`src/rtl/core/hodoscope_peak_intime_tagger_core_assert.svh`:
```
// Assertion macros used by the hodoscope tagger core RTL.
`ifndef HODOSCOPE_PEAK_INTIME_TAGGER_CORE_ASSERT_SVH
`define HODOSCOPE_PEAK_INTIME_TAGGER_CORE_ASSERT_SVH

// Checked on every rising edge of clk once reset is released.
`define HPIT_ASSERT(label, prop, msg) \
  label: assert property (@(posedge clk) disable iff (rst) prop) else $error(msg);

// Checked on every rising edge of clk, also while reset is held.
`define HPIT_ASSERT_ALWAYS(label, prop, msg) \
  label: assert property (@(posedge clk) prop) else $error(msg);

`endif

```
`src/rtl/core/hpit_ram.sv`:
```
// Generic single-port-write, single-port-read RAM with registered read data.
`default_nettype none

module hpit_ram #(
  parameter int WIDTH = 16,
  parameter int DEPTH = 256
) (
  input  wire logic                     clk,
  input  wire logic                     we,
  input  wire logic [$clog2(DEPTH)-1:0] waddr,
  input  wire logic [WIDTH-1:0]         wdata,
  input  wire logic [$clog2(DEPTH)-1:0] raddr,
  output logic      [WIDTH-1:0]         rdata
);

  logic [WIDTH-1:0] mem [DEPTH];

  // Write port.
  always_ff @(posedge clk) begin
    if (we) begin
      mem[waddr] <= wdata;
    end
  end

  // Read port with registered read data.
  always_ff @(posedge clk) begin
    rdata <= mem[raddr];
  end

endmodule

`default_nettype wire

```
`config.mk`:
```
export PLATFORM = sky130hd
export DESIGN_NAME = hpit_ram
export DESIGN_NICKNAME = d
export VERILOG_FILES = /design/src/rtl/core/hodoscope_peak_intime_tagger_core_assert.svh /design/src/rtl/core/hpit_ram.sv
export SDC_FILE = /design/constraint.sdc
export NUM_CORES = 2
export LEC_CHECK = 0
export BUFFER_PORTS_ARGS = -buffer_cell sky130_fd_sc_hd__buf_2
export CELL_PAD_IN_SITES_DETAIL_PLACEMENT = 1
export CELL_PAD_IN_SITES_GLOBAL_PLACEMENT = 1
export CORE_ASPECT_RATIO = 1.5
export CORE_MARGIN = 5
export CORE_UTILIZATION = 36
export DETAILED_ROUTE_END_ITERATION = 16
export PLACE_DENSITY = 0.64
export SLEW_MARGIN = 15
export SYNTH_ARGS = -nofsm -noshare
export SYNTH_HDL_FRONTEND = slang
export SYNTH_SLANG_ARGS = --single-unit
export TNS_END_PERCENT = 1
```
`constraint.sdc`:
```
create_clock -name clk -period 2.5 [get_ports clk]
set_input_delay 0.5 -clock clk [delete_from_list [all_inputs] [get_ports clk]]
set_output_delay 0.5 -clock clk [all_outputs]
set_load 0.01 [all_outputs]
```
==> impl_metrics.prom <==
# TYPE chip_impl_metric gauge
chip_impl_metric{name="layout-drive-gt1-share",unit="%"} 31.6
chip_impl_info{name="worst_path_most_repeated_cell",value="sky130_fd_sc_hd__buf_16"} 1
chip_impl_metric{name="synth_seq_area_share",unit="%"} 77.7
chip_impl_metric{name="sw_share",unit="%"} 21.6
chip_impl_metric{name="power_per_cell_area",unit="mW/mm^2"} 747
chip_impl_metric{name="grt_util_all_layers",unit="%"} 20.3
chip_impl_metric{name="grt_overflow_total",unit=""} 0
chip_impl_metric{name="maxSlewHeadroom",unit="%"} 19.6
chip_impl_metric{name="internal-power",unit="uW"} 111000
chip_impl_metric{name="cts-root-to-sink-buffers",unit=""} 4
chip_impl_metric{name="initial_antenna_violation_count",unit=""} 22
chip_impl_metric{name="timing.critical_path.arrival",unit="ns"} 3.41
chip_impl_metric{name="grt_first_pass_wirelength",unit="um"} 667000
chip_impl_metric{name="timing.fmax",unit="GHz"} 0.388
chip_impl_info{name="tritoncts",value="built"} 1
chip_impl_info{name="yosysMostFrequentCell",value="sky130_fd_sc_hd__edfxtp_1"} 1
chip_impl_metric{name="report.final.hold_viol_count",unit=""} 0
chip_impl_metric{name="initial_core_util",unit="%"} 36.1
chip_impl_metric{name="ys_ff_latch",unit=""} 4112
chip_impl_metric{name="post-route-worst-setup-slack",unit="ns"} -0.0759
chip_impl_metric{name="timing.setup.tns",unit="ns"} -0.318
chip_impl_metric{name="finalMaxSlewViolations",unit=""} 0
chip_impl_metric{name="worst_ep_required_time",unit="ns"} 3.33
chip_impl_metric{name="post_detailed_route_wirelength_per_cell",unit="um"} 32.3
chip_impl_info{name="hold_path.class",value="in2reg"} 1
chip_impl_metric{name="yosys_warnings",unit=""} 0
chip_impl_metric{name="gpl.final_weighted_congestion",unit=""} 0.925
chip_impl_metric{name="share_clk_of_total_power",unit="%"} 40.3
chip_impl_metric{name="io-pin-count",unit=""} 50
chip_impl_metric{name="tritoncts.num_buffers",unit=""} 363
chip_impl_metric{name="hpwl",unit="um"} 313000
chip_impl_metric{name="area_delta_synth_final",unit="%"} 19.9
chip_impl_metric{name="post-route-drc-count",unit=""} 0
chip_impl_info{name="failed_checks",value="negative setup slack"} 1
chip_impl_metric{name="synth_edf_count",unit=""} 4096
chip_impl_metric{name="dieWidth",unit="um"} 552
chip_impl_metric{name="pwr-share-comb",unit="%"} 6.1
chip_impl_metric{name="report.final.setup_viol",unit=""} 8
chip_impl_metric{name="first_global_vias",unit=""} 85875
chip_impl_info{name="synth_top_area_cell",value="sky130_fd_sc_hd__edfxtp_1"} 1
chip_impl_metric{name="synthDistinctLibCells",unit=""} 52
chip_impl_metric{name="grt_start_max_net_pins",unit=""} 78
chip_impl_metric{name="fp.dieH",unit="um"} 823
chip_impl_info{name="synth_ff_type",value="sky130_fd_sc_hd__edfxtp_1"} 1
chip_impl_metric{name="synthesis.area_per_instance",unit="um^2"} 21.6
chip_impl_metric{name="final_nets",unit=""} 8514
chip_impl_metric{name="finalCriticalPeriod",unit="ns"} 2.58
chip_impl_metric{name="via_per_inst",unit=""} 5.55
chip_impl_metric{name="placed_area",unit="mm^2"} 0.177
chip_impl_metric{name="cp_max_fo",unit=""} 30
chip_impl_metric{name="clock_latency_on_the_worst_skew_pair",unit="ns"} 0.93
chip_impl_info{name="crit_path_start_kind",value="input pin"} 1
chip_impl_metric{name="vdd_drop_max",unit="V"} 0.000595
chip_impl_metric{name="seq_power_share",unit="%"} 53.5
chip_impl_metric{name="via_count",unit=""} 81110
chip_impl_info{name="end_kind",value="flop"} 1
chip_impl_metric{name="max_cap_violations",unit=""} 0
chip_impl_metric{name="place.detailed.instances",unit=""} 13928
chip_impl_metric{name="post_synth_instance_area",unit="mm^2"} 0.159
chip_impl_info{name="synth.cells.most_frequent",value="4096 x sky130_fd_sc_hd__edfxtp_1, 797 x sky130_fd_sc_hd__mux4_2, 565 x sky130_fd_sc_hd__mux2i_1, 304 x sky130_fd_sc_hd__nor2_1, 252 x sky130_fd_sc_hd__o221ai_1"} 1
chip_impl_metric{name="dr.pass1.iters",unit=""} 6
chip_impl_metric{name="syn-num-nets",unit=""} 7394
chip_impl_metric{name="critical_path_buf_inv_count",unit=""} 5
chip_impl_info{name="outcome",value="complete, but fails checks"} 1
chip_impl_info{name="path_class",value="in2reg"} 1
chip_impl_metric{name="p_sw",unit="uW"} 30700
chip_impl_metric{name="row_count",unit=""} 298
chip_impl_metric{name="cts_num_sinks",unit=""} 4112
chip_impl_metric{name="detailedRoute.firstIterationViolations",unit=""} 8345
chip_impl_metric{name="die_area",unit="mm^2"} 0.455
chip_impl_metric{name="finished_layout_cells",unit=""} 14624
chip_impl_info{name="cts_root_buf",value="sky130_fd_sc_hd__clkbuf_16"} 1
chip_impl_metric{name="port_buffers",unit=""} 49
chip_impl_info{name="ys_top_cells_by_area",value="sky130_fd_sc_hd__edfxtp_1 77%, sky130_fd_sc_hd__mux4_2 11%, sky130_fd_sc_hd__mux2i_1 3.6%"} 1
chip_impl_metric{name="worst_pin_slew",unit="ns"} 1.20
chip_impl_metric{name="fraction_of_the_cycle_the_final_worst_path_needs",unit="%"} 103
chip_impl_metric{name="core_region_area",unit="mm^2"} 0.439
chip_impl_metric{name="post-synth-top-area-fraction",unit="%"} 77.5
chip_impl_info{name="critPathTopFamily",value="compound AO/OA/AOI/OAI gates"} 1
chip_impl_metric{name="finish.instance_area",unit="mm^2"} 0.190
chip_impl_metric{name="antenna_left",unit=""} 0
chip_impl_metric{name="critPathMaxStageDelay",unit="ns"} 0.62
chip_impl_metric{name="timing.clock.skew",unit="ns"} 0.0440
chip_impl_metric{name="h-tree-depth",unit=""} 5
chip_impl_info{name="setup_repair_after_global_routing_missed_its_margin",value="true"} 1
chip_impl_metric{name="route.final.wire_length",unit="um"} 472000
chip_impl_info{name="cpMaxStageDelayCell",value="sky130_fd_sc_hd__o31ai_2"} 1
chip_impl_metric{name="clk_pin_slew_worst_paths",unit="ns"} 0.07
chip_impl_metric{name="power_leakage",unit="uW"} 0.0610
chip_impl_info{name="timing.critical_path.cells",value="buf_16 -> buf_16 -> buf_16 -> buf_12 -> buf_12 -> mux2i_1 -> o221ai_1 -> a21oi_1 -> o31ai_2 -> o32ai_4 -> nor4_1"} 1
chip_impl_metric{name="synthCells",unit=""} 7360
chip_impl_metric{name="async_reset_ff_share",unit="%"} 0
-- sequential cells by signal, indices dropped and copies added, names as in the netlist --
register and count:
rdata 16, mem 4096
-- final timing paths --
check	slack, ns	to	cells past startpoint	startpoint
hold reg to reg	1.10	rdata[8]	6	mem[122][8]
setup / recovery	-0.08	rdata[3]	11	raddr[0]
hold / removal	0.08	mem[65][5]	1	wdata[5]
setup reg to reg	-0.02	rdata[3]	7	mem[3][3]
-- power groups by stage --
| stage | clock network (uW) | logic, uW | registers [uW] |
|---|---|---|---|
| 6_report | 57300 | 8720 | 76100 |
| 5_1_grt | 61400 | 9050 | 76000 |
| 4_1_cts | 58300 | 8700 | 76100 |
| 3_5_place_dp | 0 | 8450 | 77600 |
| 3_3_place_gp | 0 | 8240 | 77600 |
| 2_1_floorplan | 0 | 3750 | 77500 |
-- routing by layer --
| layer | part of all wire, % | vias to the layer above | track usage [%] | wire length (um) |
|---|---|---|---|---|
| li1 | - | 33470 | - | - |
| met1 | 37 | 44183 | 24.4 | 173000 |
| met4 | 6.1 | 4 | 10.6 | 28700 |
| met5 | 0.0057 | - | 0 | 27 |
| met3 | 5.3 | 731 | 2.40 | 24900 |
| met2 | 52 | 2722 | 35.9 | 245000 |
-- what timing repair did --
item                                    4_1_cts  5_1_grt
hold endpoints to repair                    275        0
endpoints found under the setup margin       16       16
gates cloned                                  6        1
hold buffers                                 13        0
gates resized for setup                      93       40
setup buffers                                 6       11
pin swaps                                    10        9
-- through the flow --
stage	hold slack [ns]	utilization [%]	setup slack (ns)	total power (uW)
after floorplan	0.599	-	-0.165	81300
after global placement	0.903	40.3	-1.80	85800
after detailed placement	0.908	40.3	-1.71	86000
after CTS	0.0227	43.3	-0.0313	143000
after global routing	0.0471	43.3	-0.0455	146000
final	0.0795	43.3	-0.0759	142000
-- cells by family (layout without fill, tap and decap cells) --
logic type | Yosys count | after routing | synth area share [%]
buffers and inverters | 456 | 1860 | 1.69
and+or+nand+nor | 556 | 556 | 1.57
DFF | 4112 | 4112 | 77.7
AOI/OAI and AO/OA | 786 | 786 | 3.54
other | 0 | 10 | 0
muxes | 1450 | 1450 | 15.5
-- area by class of cell --
class | instances | area [um^2]
fill | 40945 | 249000
sequential | 4112 | 123000
multi-input combinational | 2792 | 33600
timing repair buffer | 1207 | 14200
clock buffer | 429 | 9460
tap | 5850 | 7320
clock inverter | 220 | 2420
inverter | 4 | 27.5
antenna | 10 | 25.0
-- placed cells by master (no fill, tap or decap), types with 77 or more instances in the layout --
cell type / n
sky130_fd_sc_hd__nor3_1: 77
sky130_fd_sc_hd__mux2_2: 87
sky130_fd_sc_hd__o22ai_1: 147
sky130_fd_sc_hd__clkbuf_16: 370
sky130_fd_sc_hd__a21oi_1: 175
sky130_fd_sc_hd__edfxtp_1: 4096
sky130_fd_sc_hd__buf_4: 749
sky130_fd_sc_hd__o221ai_1: 248
sky130_fd_sc_hd__mux4_2: 797
sky130_fd_sc_hd__nor2_1: 239
sky130_fd_sc_hd__buf_12: 367
sky130_fd_sc_hd__mux2i_1: 565
(Power assumes the default switching activity.)
